**src/cubic_bezier_easing_core_assert.svh**
```systemverilog
// assertion macros for the cubic bezier easing core
// used by the top level only, no other dependencies
`ifndef CUBIC_BEZIER_EASING_CORE_ASSERT_SVH
`define CUBIC_BEZIER_EASING_CORE_ASSERT_SVH

// same-cycle implication
`define CBE_ASSERT_NOW(lbl, clk, rst_n, ante, cons, msg) \
  lbl: assert property (@(posedge clk) disable iff (!rst_n) (ante) |-> (cons)) else $error(msg);

// next-cycle implication
`define CBE_ASSERT_NEXT(lbl, clk, rst_n, ante, cons, msg) \
  lbl: assert property (@(posedge clk) disable iff (!rst_n) (ante) |=> (cons)) else $error(msg);

`endif

```
**src/cbe_pkg.sv**
```systemverilog
// shared types, constants and helpers of the cubic bezier easing core
// no dependencies
package cbe_pkg;

  localparam int FRAC_BITS      = 16;
  localparam int MAX_ITERATIONS = 12;
  localparam int ITER_W         = $clog2(MAX_ITERATIONS);

  localparam int PROG_W     = 17;
  localparam int CTRL_X_W   = 17;
  localparam int CTRL_Y_W   = 19;
  localparam int OUT_W      = 19;
  localparam int CFG_IDX_W  = 2;
  localparam int CFG_DATA_W = 19;
  localparam int T_W        = 17;
  localparam int COEF_W     = 24;
  localparam int ACC_W      = 26;

  localparam logic [T_W-1:0] FX_ONE = T_W'(64'd1 << FRAC_BITS);

  localparam logic signed [ACC_W-1:0] OUT_MIN = ACC_W'(-131072);
  localparam logic signed [ACC_W-1:0] OUT_MAX = ACC_W'(196608);

  localparam logic [CTRL_X_W-1:0] RST_X1 = CTRL_X_W'(16056);
  localparam logic [CTRL_Y_W-1:0] RST_Y1 = CTRL_Y_W'(6554);
  localparam logic [CTRL_X_W-1:0] RST_X2 = CTRL_X_W'(16384);
  localparam logic [CTRL_Y_W-1:0] RST_Y2 = CTRL_Y_W'(65536);

  typedef enum logic [CFG_IDX_W-1:0] {
    CFG_X1,
    CFG_Y1,
    CFG_X2,
    CFG_Y2
  } cfg_idx_e;

  typedef enum logic [1:0] {
    STEP_A,
    STEP_B,
    STEP_C
  } horner_step_e;

  typedef enum logic [2:0] {
    ST_IDLE,
    ST_XEVAL,
    ST_XCMP,
    ST_YEVAL,
    ST_FINISH
  } seq_state_e;

  typedef struct packed {
    logic        [CTRL_X_W-1:0] x1;
    logic signed [CTRL_Y_W-1:0] y1;
    logic        [CTRL_X_W-1:0] x2;
    logic signed [CTRL_Y_W-1:0] y2;
  } ctrl_pts_t;

  typedef struct packed {
    logic         load;
    logic         run;
    logic         sel_y;
    horner_step_e step;
  } horner_ctrl_t;

  // clamp an accumulator value into the output range
  function automatic logic [OUT_W-1:0] sat_out(input logic signed [ACC_W-1:0] v);
    logic signed [ACC_W-1:0] r;
    begin
      r = v;
      if (v < OUT_MIN) r = OUT_MIN;
      if (v > OUT_MAX) r = OUT_MAX;
      return OUT_W'(r);
    end
  endfunction

endpackage

```
**src/cbe_if.sv**
```systemverilog
// valid/ready stream interfaces for progress in and eased value out
// depends on cbe_pkg
interface cbe_in_if import cbe_pkg::*; ();
  logic              valid;
  logic              ready;
  logic [PROG_W-1:0] progress;

  modport source (output valid, output progress, input ready);
  modport sink   (input valid, input progress, output ready);
endinterface

interface cbe_out_if import cbe_pkg::*; ();
  logic                    valid;
  logic                    ready;
  logic signed [OUT_W-1:0] eased_value;

  modport source (output valid, output eased_value, input ready);
  modport sink   (input valid, input eased_value, output ready);
endinterface

```
**src/cbe_cfg_regs.sv**
```systemverilog
// control point registers written through the plain config port
// depends on cbe_pkg
module cbe_cfg_regs import cbe_pkg::*; (
  input  logic                  clk_i,
  input  logic                  rst_ni,
  input  logic                  we_i,
  input  logic [CFG_IDX_W-1:0]  index_i,
  input  logic [CFG_DATA_W-1:0] wdata_i,
  output ctrl_pts_t             pts_o
);

  ctrl_pts_t pts_q;

  always_ff @(posedge clk_i or negedge rst_ni) begin
    if (!rst_ni) begin
      pts_q.x1 <= RST_X1;
      pts_q.y1 <= RST_Y1;
      pts_q.x2 <= RST_X2;
      pts_q.y2 <= RST_Y2;
    end else if (we_i) begin
      unique case (cfg_idx_e'(index_i))
        CFG_X1:  pts_q.x1 <= wdata_i[CTRL_X_W-1:0];
        CFG_Y1:  pts_q.y1 <= wdata_i[CTRL_Y_W-1:0];
        CFG_X2:  pts_q.x2 <= wdata_i[CTRL_X_W-1:0];
        CFG_Y2:  pts_q.y2 <= wdata_i[CTRL_Y_W-1:0];
        default: ;
      endcase
    end
  end

  assign pts_o = pts_q;

endmodule

```
**src/cbe_horner_unit.sv**
```systemverilog
// shared multiply-shift-add unit: one horner step per cycle while run is set
// depends on cbe_pkg
module cbe_horner_unit import cbe_pkg::*; (
  input  logic                    clk_i,
  input  ctrl_pts_t               pts_i,
  input  horner_ctrl_t            ctl_i,
  input  logic [T_W-1:0]          t_i,
  output logic signed [ACC_W-1:0] acc_o
);

  logic signed [COEF_W-1:0] px1, px2, py1, py2;
  logic signed [COEF_W-1:0] ca_x_d, cb_x_d, cc_x_d, ca_y_d, cb_y_d, cc_y_d;
  logic signed [COEF_W-1:0] ca_x_q, cb_x_q, cc_x_q, ca_y_q, cb_y_q, cc_y_q;
  logic signed [COEF_W-1:0] ca_sel;
  logic signed [ACC_W-1:0]  opa, addend, acc_d, acc_q;
  logic signed [T_W:0]      t_s;
  logic signed [ACC_W+T_W:0] prod;

  // coefficients: a = one - 3*p2 + 3*p1, b = 3*p2 - 6*p1, c = 3*p1
  always_comb begin
    px1 = signed'(COEF_W'(pts_i.x1));
    px2 = signed'(COEF_W'(pts_i.x2));
    py1 = {{(COEF_W-CTRL_Y_W){pts_i.y1[CTRL_Y_W-1]}}, pts_i.y1};
    py2 = {{(COEF_W-CTRL_Y_W){pts_i.y2[CTRL_Y_W-1]}}, pts_i.y2};
    ca_x_d = COEF_W'(signed'(COEF_W'(FX_ONE)) - 3 * px2 + 3 * px1);
    cb_x_d = COEF_W'(3 * px2 - 6 * px1);
    cc_x_d = COEF_W'(3 * px1);
    ca_y_d = COEF_W'(signed'(COEF_W'(FX_ONE)) - 3 * py2 + 3 * py1);
    cb_y_d = COEF_W'(3 * py2 - 6 * py1);
    cc_y_d = COEF_W'(3 * py1);
  end

  always_ff @(posedge clk_i) begin
    if (ctl_i.load) begin
      ca_x_q <= ca_x_d;
      cb_x_q <= cb_x_d;
      cc_x_q <= cc_x_d;
      ca_y_q <= ca_y_d;
      cb_y_q <= cb_y_d;
      cc_y_q <= cc_y_d;
    end
  end

  always_comb begin
    ca_sel = ctl_i.sel_y ? ca_y_q : ca_x_q;
    opa    = acc_q;
    addend = '0;
    case (ctl_i.step)
      STEP_A: begin
        opa    = ACC_W'(ca_sel);
        addend = ACC_W'(ctl_i.sel_y ? cb_y_q : cb_x_q);
      end
      STEP_B: begin
        addend = ACC_W'(ctl_i.sel_y ? cc_y_q : cc_x_q);
      end
      default: ;
    endcase
    t_s  = signed'({1'b0, t_i});
    prod = opa * t_s;
    // arithmetic shift is floor rounding
    acc_d = ACC_W'(prod >>> FRAC_BITS) + addend;
  end

  always_ff @(posedge clk_i) begin
    if (ctl_i.run) acc_q <= acc_d;
  end

  assign acc_o = acc_q;

endmodule

```
**src/cbe_seq.sv**
```systemverilog
// bisection sequencer driving the shared horner unit
// depends on cbe_pkg
module cbe_seq import cbe_pkg::*; (
  input  logic                    clk_i,
  input  logic                    rst_ni,
  input  logic                    in_valid_i,
  input  logic [PROG_W-1:0]       progress_i,
  input  ctrl_pts_t               pts_i,
  input  logic signed [ACC_W-1:0] acc_i,
  input  logic                    out_free_i,
  output logic                    in_ready_o,
  output horner_ctrl_t            hctl_o,
  output logic [T_W-1:0]          t_o,
  output logic                    done_o,
  output logic [OUT_W-1:0]        result_o
);

  seq_state_e   state_q, state_d;
  horner_step_e step_q, step_d;
  logic [ITER_W-1:0] iter_q, iter_d;
  logic [T_W-1:0]    lo_q, hi_q, t_q, x_q, x_clamp;
  logic [T_W-1:0]    lo_n, hi_n, mid_n;
  logic              bypass_q, bypass_now, accept;
  logic signed [ACC_W-1:0] diff;
  logic              d_pos, d_zero, last_iter;

  assign accept     = in_valid_i && in_ready_o;
  assign x_clamp    = (progress_i > FX_ONE) ? FX_ONE : progress_i;
  assign bypass_now = ((CTRL_Y_W'(pts_i.x1) == pts_i.y1) && (CTRL_Y_W'(pts_i.x2) == pts_i.y2))
                      || (x_clamp == '0) || (x_clamp == FX_ONE);

  // bisection decision from the finished x evaluation
  assign diff      = acc_i - signed'(ACC_W'(x_q));
  assign d_pos     = diff > 0;
  assign d_zero    = diff == '0;
  assign last_iter = iter_q == ITER_W'(MAX_ITERATIONS - 1);
  assign lo_n      = d_pos ? lo_q : t_q;
  assign hi_n      = d_pos ? t_q : hi_q;
  assign mid_n     = lo_n + ((hi_n - lo_n) >> 1);

  always_ff @(posedge clk_i or negedge rst_ni) begin
    if (!rst_ni) begin
      state_q <= ST_IDLE;
      step_q  <= STEP_A;
      iter_q  <= '0;
    end else begin
      state_q <= state_d;
      step_q  <= step_d;
      iter_q  <= iter_d;
    end
  end

  always_ff @(posedge clk_i) begin
    if (accept) begin
      x_q      <= x_clamp;
      bypass_q <= bypass_now;
      lo_q     <= '0;
      hi_q     <= FX_ONE;
      t_q      <= FX_ONE >> 1;
    end else if (state_q == ST_XCMP) begin
      lo_q <= lo_n;
      hi_q <= hi_n;
      if (!(d_zero || last_iter)) t_q <= mid_n;
    end
  end

  always_comb begin
    state_d      = state_q;
    step_d       = step_q;
    iter_d       = iter_q;
    in_ready_o   = 1'b0;
    done_o       = 1'b0;
    hctl_o.load  = 1'b0;
    hctl_o.run   = 1'b0;
    hctl_o.sel_y = 1'b0;
    hctl_o.step  = step_q;
    unique case (state_q)
      ST_IDLE: begin
        in_ready_o  = 1'b1;
        hctl_o.load = in_valid_i;
        if (in_valid_i) begin
          step_d  = STEP_A;
          iter_d  = '0;
          state_d = bypass_now ? ST_FINISH : ST_XEVAL;
        end
      end
      ST_XEVAL, ST_YEVAL: begin
        hctl_o.run   = 1'b1;
        hctl_o.sel_y = state_q == ST_YEVAL;
        unique case (step_q)
          STEP_A:  step_d = STEP_B;
          STEP_B:  step_d = STEP_C;
          default: begin
            step_d  = STEP_A;
            state_d = (state_q == ST_YEVAL) ? ST_FINISH : ST_XCMP;
          end
        endcase
      end
      ST_XCMP: begin
        if (d_zero || last_iter) begin
          state_d = ST_YEVAL;
        end else begin
          iter_d  = iter_q + 1'b1;
          state_d = ST_XEVAL;
        end
      end
      ST_FINISH: begin
        done_o = 1'b1;
        if (out_free_i) state_d = ST_IDLE;
      end
      default: state_d = ST_IDLE;
    endcase
  end

  assign t_o      = t_q;
  assign result_o = bypass_q ? OUT_W'(x_q) : sat_out(acc_i);

endmodule

```
**src/cubic_bezier_easing_core.sv**
```systemverilog
// pass-through cases (linear curve, 0, 1) go from accept straight to the finish state
// otherwise n = 1..12 bisection steps over t, then the y evaluation
// each bisection step is three horner steps on the one shared multiplier plus a compare
// one transaction at a time: the next input is taken only once the result has gone to the output register
// reset (async, active low) restores the default control points and empties the output
// depends on cbe_pkg, cbe_if, cbe_cfg_regs, cbe_horner_unit, cbe_seq
`include "cubic_bezier_easing_core_assert.svh"
module cubic_bezier_easing_core import cbe_pkg::*; (
  input  logic                  clk_i,
  input  logic                  rst_ni,
  input  logic                  cfg_we_i,
  input  logic [CFG_IDX_W-1:0]  cfg_index_i,
  input  logic [CFG_DATA_W-1:0] cfg_wdata_i,
  cbe_in_if.sink                in_if,
  cbe_out_if.source             out_if
);

  ctrl_pts_t               pts;
  horner_ctrl_t            hctl;
  logic [T_W-1:0]          t_val;
  logic signed [ACC_W-1:0] acc;
  logic                    seq_done, out_free;
  logic [OUT_W-1:0]        seq_result;

  // output register
  logic             out_valid_q;
  logic [OUT_W-1:0] out_value_q;

  // control point registers, to be written only while idle; the block itself does not enforce this
  cbe_cfg_regs u_cfg (
    .clk_i   (clk_i),
    .rst_ni  (rst_ni),
    .we_i    (cfg_we_i),
    .index_i (cfg_index_i),
    .wdata_i (cfg_wdata_i),
    .pts_o   (pts)
  );

  // shared multiply-shift-add; coefficients latched when a transaction is taken
  cbe_horner_unit u_horner (
    .clk_i (clk_i),
    .pts_i (pts),
    .ctl_i (hctl),
    .t_i   (t_val),
    .acc_o (acc)
  );

  // sequencer: clamp, pass-through check, bisection over t, then the y evaluation
  cbe_seq u_seq (
    .clk_i      (clk_i),
    .rst_ni     (rst_ni),
    .in_valid_i (in_if.valid),
    .progress_i (in_if.progress),
    .pts_i      (pts),
    .acc_i      (acc),
    .out_free_i (out_free),
    .in_ready_o (in_if.ready),
    .hctl_o     (hctl),
    .t_o        (t_val),
    .done_o     (seq_done),
    .result_o   (seq_result)
  );

  // the result slot is free when empty or being drained this cycle
  assign out_free = !out_valid_q || out_if.ready;

  always_ff @(posedge clk_i or negedge rst_ni) begin
    if (!rst_ni) begin
      out_valid_q <= 1'b0;
    end else if (out_free) begin
      out_valid_q <= seq_done;
    end
  end

  always_ff @(posedge clk_i) begin
    if (seq_done && out_free) out_value_q <= seq_result;
  end

  assign out_if.valid       = out_valid_q;
  assign out_if.eased_value = out_value_q;

  // a taken transaction keeps the core busy for at least the next cycle
  `CBE_ASSERT_NEXT(a_busy_after_accept, clk_i, rst_ni, in_if.valid && in_if.ready, !in_if.ready, "input taken while previous transaction in flight")

  // delivered values stay inside the saturation range
  `CBE_ASSERT_NOW(a_out_range, clk_i, rst_ni, out_if.valid, ($signed(out_if.eased_value) >= -19'sd131072) && ($signed(out_if.eased_value) <= 19'sd196608), "eased value out of range")

  // a finished result waits for a free output slot and is not dropped
  `CBE_ASSERT_NEXT(a_result_held, clk_i, rst_ni, seq_done && !out_free, seq_done, "finished result lost while output stalled")

endmodule

```
**src/flat_wrapper.sv**
```systemverilog
// flat-port wrapper written by rule: the top's interface ports become plain ports
module cubic_bezier_easing_core_flat import cbe_pkg::*;
  (clk_i, rst_ni, cfg_we_i, cfg_index_i, cfg_wdata_i, in_if_valid, in_if_progress, in_if_ready, out_if_valid, out_if_eased_value, out_if_ready);
  cbe_in_if in_if_i ();
  cbe_out_if out_if_i ();
  input  logic clk_i;
  input  logic rst_ni;
  input  logic cfg_we_i;
  input  logic [CFG_IDX_W-1:0] cfg_index_i;
  input  logic [CFG_DATA_W-1:0] cfg_wdata_i;
  input wire logic [$bits(in_if_i.valid)-1:0] in_if_valid;
  input wire logic [$bits(in_if_i.progress)-1:0] in_if_progress;
  output wire logic [$bits(in_if_i.ready)-1:0] in_if_ready;
  output wire logic [$bits(out_if_i.valid)-1:0] out_if_valid;
  output wire logic [$bits(out_if_i.eased_value)-1:0] out_if_eased_value;
  input wire logic [$bits(out_if_i.ready)-1:0] out_if_ready;
  assign in_if_i.valid = in_if_valid;
  assign in_if_i.progress = in_if_progress;
  assign in_if_ready = in_if_i.ready;
  assign out_if_valid = out_if_i.valid;
  assign out_if_eased_value = out_if_i.eased_value;
  assign out_if_i.ready = out_if_ready;
  cubic_bezier_easing_core u_core (.clk_i(clk_i), .rst_ni(rst_ni), .cfg_we_i(cfg_we_i), .cfg_index_i(cfg_index_i), .cfg_wdata_i(cfg_wdata_i), .in_if(in_if_i), .out_if(out_if_i));
endmodule
```
**config.mk**
```make
export PLATFORM = sky130hd
export DESIGN_NAME = cubic_bezier_easing_core_flat
export DESIGN_NICKNAME = d
export VERILOG_FILES = /design/src/cbe_pkg.sv /design/src/cbe_if.sv /design/src/cbe_cfg_regs.sv /design/src/cbe_horner_unit.sv /design/src/cbe_seq.sv /design/src/cubic_bezier_easing_core.sv /design/src/flat_wrapper.sv
export VERILOG_INCLUDE_DIRS = /design/src /design/src/src
export SDC_FILE = /design/constraint.sdc
export NUM_CORES = 2
export LEC_CHECK = 0
export BUFFER_PORTS_ARGS = -buffer_cell sky130_fd_sc_hd__buf_2
export CORE_AREA = 2 2 249 251
export CTS_BUF_LIST = sky130_fd_sc_hd__clkbuf_16
export DETAILED_ROUTE_END_ITERATION = 10
export DIE_AREA = 0 0 251 253
export PLACE_DENSITY = 0.87
export SLEW_MARGIN = 10
export SYNTH_ARGS = -nofsm -noshare
export SYNTH_HDL_FRONTEND = slang
export SYNTH_SLANG_ARGS = --single-unit
```
**constraint.sdc**
```tcl
create_clock -name clk_i -period 13.9 [get_ports clk_i]
set_input_delay 0 -clock clk_i [delete_from_list [all_inputs] [get_ports clk_i]]
set_output_delay 0 -clock clk_i [all_outputs]
set_load 0.005 [all_outputs]
```
# Word level (Yosys, flattened, before mapping)
# Cells that the tools add are included.
# classes
mux,28
addsub,11
order_cmp,4
mul,7
bitwise_logic,1
reduce_logical,26
eq_ne,16
# op_table
cell,count
$mux 26,3
$mux 17,4
$mul 3x19->22 const A,3
$mul 2x17->19 const A,3
$pmux 26 s2,1
$add 24x24->24,2
$mul 26x18->42,1
$eq 17x19->1,2
$add 26x26->26,1
$gt 26x1->1 const B,1
$gt 26x19->1 const B,1
$logic_not 26->1,1
$lt 26x18->1 const B,1
$sub 26x18->26,1
$mux 24,1
$sub 22x23->24,1
$sub 24x21->24,1
$sub 18x22->23 const A,1
$sub 17x19->20 const A,1
$mux 19,1
$mux 18,1
$add 17x16->17,1
$eq 17x17->1 const B,1
$gt 17x17->1 const B,1
28 further kinds,58
# totals
ff_bits,340
in_bits,43

# Depth between registers and ports, before layout
# depth
word_depth,8
depth_mapped,45

# Modules after synthesis
# From an unflattened synthesis, not the netlist that was laid out.
# unflattened
cells_unflattened,4221
area_unflattened_um2,40177.3
# modules_own_cells
mod,area_per_inst_um2,cells_per_inst,n_inst
cbe_horner_unit,29883.7,3203,1
cbe_seq,6931.6,842,1
cbe_cfg_regs,2737.6,153,1
cubic_bezier_easing_core,624.3,23,1

# Worst setup path before layout
# No wires, ideal clock.
# synth_path
path_kind,flip-flop to flip-flop
start,reg u_core.u_seq.state_q[2]
end,reg u_core.u_horner.acc_q[24] (netlist: u_core.u_horner.acc_o[24]) (data pin)
t_arrival_ns,10.453
required_ns,13.635
setup_ns,0.265
slack_ns,3.182
period_less_slack_ns,10.718
path_stages_with_launch,43
path_cell_list,dfrtp_1 clkbuf_1 nand2b_1 inv_1 and2_1 clkbuf_1 clkbuf_1 nand2_1 a31oi_1 clkbuf_1 and2_1 fa_1 inv_1 fa_1 fa_1 inv_1 ha_1 fa_1 [7 not listed] nor2b_1 nor2_1 xnor2_1 ha_1 a21o_1 a21oi_1 o21bai_1 a21oi_1 o21ai_0 a21oi_1 o21bai_1 a2111oi_0 or3_1 o221ai_1 or4b_2 o2111ai_1 o21ai_0 xor2_1
# synth_between
elab_chain_len,7
# synth_rtl
element,line_no,rtl
start: declaration,cbe_seq.sv:18,"seq_state_e state_q, state_d;"
start signal: assignment,cbe_seq.sv:47,state_q <= state_d;
$eq 3x2->1 / $eq 3x1->1 (equally long branches),"cbe_seq.sv:77, cbe_seq.sv:89",
$reduce_or 2->1,cbe_seq.sv:77,unique case (state_q)
$mux 2 *,cbe_seq.sv:77,
$mux 24,cbe_horner_unit.sv:45,ca_sel = ctl_i.sel_y ? ca_y_q : ca_x_q;
$mux 26,cbe_horner_unit.sv:48,case (ctl_i.step)
$mul 26x18->42,cbe_horner_unit.sv:59,prod = opa * t_s;
$add 26x26->26 *,cbe_horner_unit.sv:61,acc_d = ACC_W'(prod >>> FRAC_BITS) + addend;
via u_core.u_horner.acc_d[24],cbe_horner_unit.sv:15,"logic signed [ACC_W-1:0] opa, addend, acc_d, acc_q;"
end signal: assignment,cbe_horner_unit.sv:65,if (ctl_i.run) acc_q <= acc_d;
end: declaration,cbe_horner_unit.sv:15,
# Mark *: on every way through the listed nets, which the timed path passes. The rest lies on a longest branch.
# A chain may end at the register's enable or synchronous reset.

# Final worst setup path
# layout_path
start,reg u_core.u_seq.state_q[2]
end,reg u_core.u_horner.acc_q[22] (netlist: u_core.u_horner.acc_o[22]) (data pin)
# Same word-level chain as after synthesis.

==> results.ini <==
[finish]
multi_input_area_um2=27100
drive_above_1_share_pct=8.25
syn_to_final_growth_pct=7.40
fill_cells=4389
final_nets=5071
ff_latch_area_um2=9100
utilization_pct=69.2

[critical_path]
cp.arrival_ns=12.23
cp-start-kind=flop
critPathRequiredTime_ns=14.23
cpMostUsedCell=fa_1
slowest_stage=a31oi_1
crit_path_end_kind=flop
cpPeakStageDelay_ns=0.97
criticalPathCategory=reg2reg
critPathMaxFanout=28

[floorplanning]
io_pins=64
die_h_um=253
start_util_pct=64.4
rows=91
fp.dieW_um=251
core_area_um2=61000
die_area_um2=63500

[synthesis]
synth_cells=4176
synth-edff-count=200
yosys_warnings=0
ys_seq_area_share_pct=23.2
ys.flop_type=edfxtp_1
synth_nets=5010
yosysTopAreaCell=fa_1
ys_types=87
syn_avg_cell_area_um2=9.41
synth_async_sr_flop_share_pct=24.6
synth_area_leaders=fa_1 22%, edfxtp_1 15%, ha_1 12%
synth_top_cell_area_share_pct=21.9
synth_area_um2=39300
synth-seq-cells=333

[hold_path]
hold_class=in2reg

[global_route]
antenna_found_initial=0
grtUsageTotal_pct=32.3
grt_start_max_net_pins=117
grt_pass1_vias=31900
grt_overflow=0
grt_pass1_wl_mm=163

[clock_tree]
cts_sinks=333
cts_root_buffer=clkbuf_16
h-tree-depth=2
cts_setup_buffers=0
cts.clk_slew.worst_paths_ns=0.06
clk_latency_ns=0.60
cts.repair.resized=0
cts_tree=done
cts_made_buffers=39
cts.path.max_buffers=3

[timing]
rsz0062_at_grt=no
slew_headroom_pct=18.0
worstMarginPinSlew_ns=1.22
finalHoldViolations=0
setup_violations=0
finalCritPeriodShare_pct=85.6
slew_viol_final=0
clock_skew_ns=0.0413
max_freq_mhz=84.0
finalCriticalPeriod_ns=11.90
final.setup.tns_ns=0

[detailed_routing]
dr_total_vias=30400
viasPerCell=6.00
drt_iter0_drc=2417
wl_mm=99.0
ant_nets=0
dr.pass1.iters=6
drc=0
wl_per_cell_um=19.6

[place]
hpwl_mm=74.8
place.gp.congestion=0.986
io_buffers=63

[run_status]
status=completed

[flow_run]
drv_cap=0

[stage by stage]
step | std cells | instance area [um^2] | hold WS, ns | setup WS (ns)
after detailed placement | 4939 | 40500 | -0.106 | 2.29
after global placement | 4939 | 40500 | -0.110 | 2.62
after global routing | 5058 | 42200 | 0.0837 | 1.44
final | 5059 | 42200 | 0.0548 | 2.00
after CTS | 5058 | 42200 | 0.0419 | 2.20
after floorplan | 4176 | 39300 | -0.296 | 3.18
[kinds of logic after synthesis]
| kind of cell | after synthesis | share of synthesized area (%) |
|---|---|---|
| compound gates | 622 | 10.3 |
| mux | 135 | 4.34 |
| flops | 333 | 23.2 |
| simple gates | 1183 | 14.6 |
| xor+xnor | 280 | 6.24 |
| fa+ha+maj | 791 | 33.4 |
| buf+inv | 832 | 7.96 |
[area by class of cell]
cell class                      count  share of cell area [%]
Multi-Input combinational cell   3011                    64.2
Timing Repair Buffer              164                    2.83
Inverter                          688                    6.13
Sequential cell                   333                    21.6
Clock buffer                       41                    2.43
Tap cell                          790                    2.34
Antenna cell                        1                 0.00593
Clock inverter                     31                   0.507
[Yosys cell counts, drive strengths merged, types with 13 or more instances]
library cell / number
mux2i: 26
buf: 15
and2: 220
xor2: 60
mux4: 19
a21boi: 26
nor3: 61
nand2: 427
a21o: 41
o21a: 40
nand3: 43
or2: 17
o31ai: 17
ha: 362
o211ai: 13
fa: 429
nor4: 21
dfstp: 18
a22o: 18
xnor2: 220
o21bai: 47
nand4: 22
a211oi: 30
o21ai: 131
inv: 688
clkbuf: 129
a31oi: 38
dfrtp: 64
mux2: 90
or3: 20
dfxtp: 51
nor2b: 66
edfxtp: 200
nor2: 222
a21oi: 152
nand2b: 23
[critical path: cells and delay by family, from the launching register on]
family | cells | cell delay (ns)
compound gates | 14 | 3.71
fa+ha+maj | 8 | 3.32
simple gates | 10 | 2.38
buf+inv | 6 | 1.50
flops | 1 | 0.47
xor+xnor | 2 | 0.25
[placed cells by master (no fill, tap or decap), types with 23 or more instances in the layout]
master	Yosys	routed
a211oi_1	30	30
ha_1	362	362
mux2i_1	25	25
inv_1	688	692
o21ai_0	126	126
edfxtp_1	200	200
nor2_1	221	219
o21a_1	40	40
dlygate4sd3_1	0	47
nor2b_1	66	66
clkbuf_16	0	41
a31oi_1	38	38
xnor2_1	220	220
buf_2	6	62
dfrtp_1	64	64
fa_1	429	429
a21oi_1	152	152
a21o_1	41	41
and2_1	220	219
a21boi_0	23	23
nand3_1	43	43
buf_4	0	55
nand2b_1	23	23
o21bai_1	47	47
nand2_1	427	427
xor2_1	60	60
nor3_1	60	60
mux2_2	89	89
dfxtp_1	51	51
[repair_timing]
| action | 4_1_cts | 5_1_grt |
|---|---|---|
| endpoints found under the hold margin | 157 | 0 |
| hold buffers | 47 | 0 |
| setup endpoints to repair | 0 | 0 |
[state kept, by name, summed over array words and instances, names as in the netlist, 3 cells and up]
register and flops:
u_core.u_seq.lo_q 17, u_core.u_seq.iter_q 4, u_core.u_seq.t_o 17, u_core.u_horner.ca_x_q 24, u_core.u_seq.hi_q 17, u_core.u_horner.cc_x_q 19
u_core.u_cfg.pts_o 72, u_core.u_horner.cb_y_q 24, u_core.u_horner.cc_y_q 22, u_core.u_seq.state_q 3, u_core.u_seq.x_q 17, u_core.out_if.eased_value 19
u_core.u_horner.ca_y_q 24, u_core.u_horner.acc_o 26, u_core.u_horner.cb_x_q 24
[routing by layer]
layer | up-vias | share of wire (%) | routed length, um | track usage, %
met5 | - | 0 | 0 | 0
met3 | 346 | 8.3 | 8170 | 4.99
met1 | 14800 | 38 | 37500 | 40.1
met4 | 0 | 5.0 | 4950 | 14.6
met2 | 1423 | 49 | 48300 | 55.7
li1 | 13800 | - | - | -
[worst paths after layout]
| path | startpoint | end | slack, ns | cells after the start |
|---|---|---|---|---|
| worst min register to register | u_core.u_seq.hi_q[4]$_SDFFE_PP0P_ | u_core.u_seq.hi_q[4]$_SDFFE_PP0P_ | 0.45 | 2 |
| worst max-delay path | u_core.u_seq.state_q[2]$_DFFE_PN0P_ | u_core.u_horner.acc_o[22]$_DFFE_PN_ | 2.00 | 40 |
| min in group asynchronous | rst_ni | u_core.u_cfg.pts_o[18]$_DFFE_PN0P_ | 0.20 | 3 |
| worst min-delay path | cfg_index_i[1] | u_core.u_cfg.pts_o[55]$_DFFE_PN0P_ | 0.05 | 4 |
| worst max register to register | u_core.u_seq.state_q[2]$_DFFE_PN0P_ | u_core.u_horner.acc_o[22]$_DFFE_PN_ | 2.00 | 40 |
| max in group asynchronous | rst_ni | u_core.u_seq.iter_q[0]$_DFFE_PN0P_ | 12.78 | 3 |
Power is left out: the tool's default activity adds up to more than one toggle a clock period on the data nets, which glitch-free logic cannot reach.
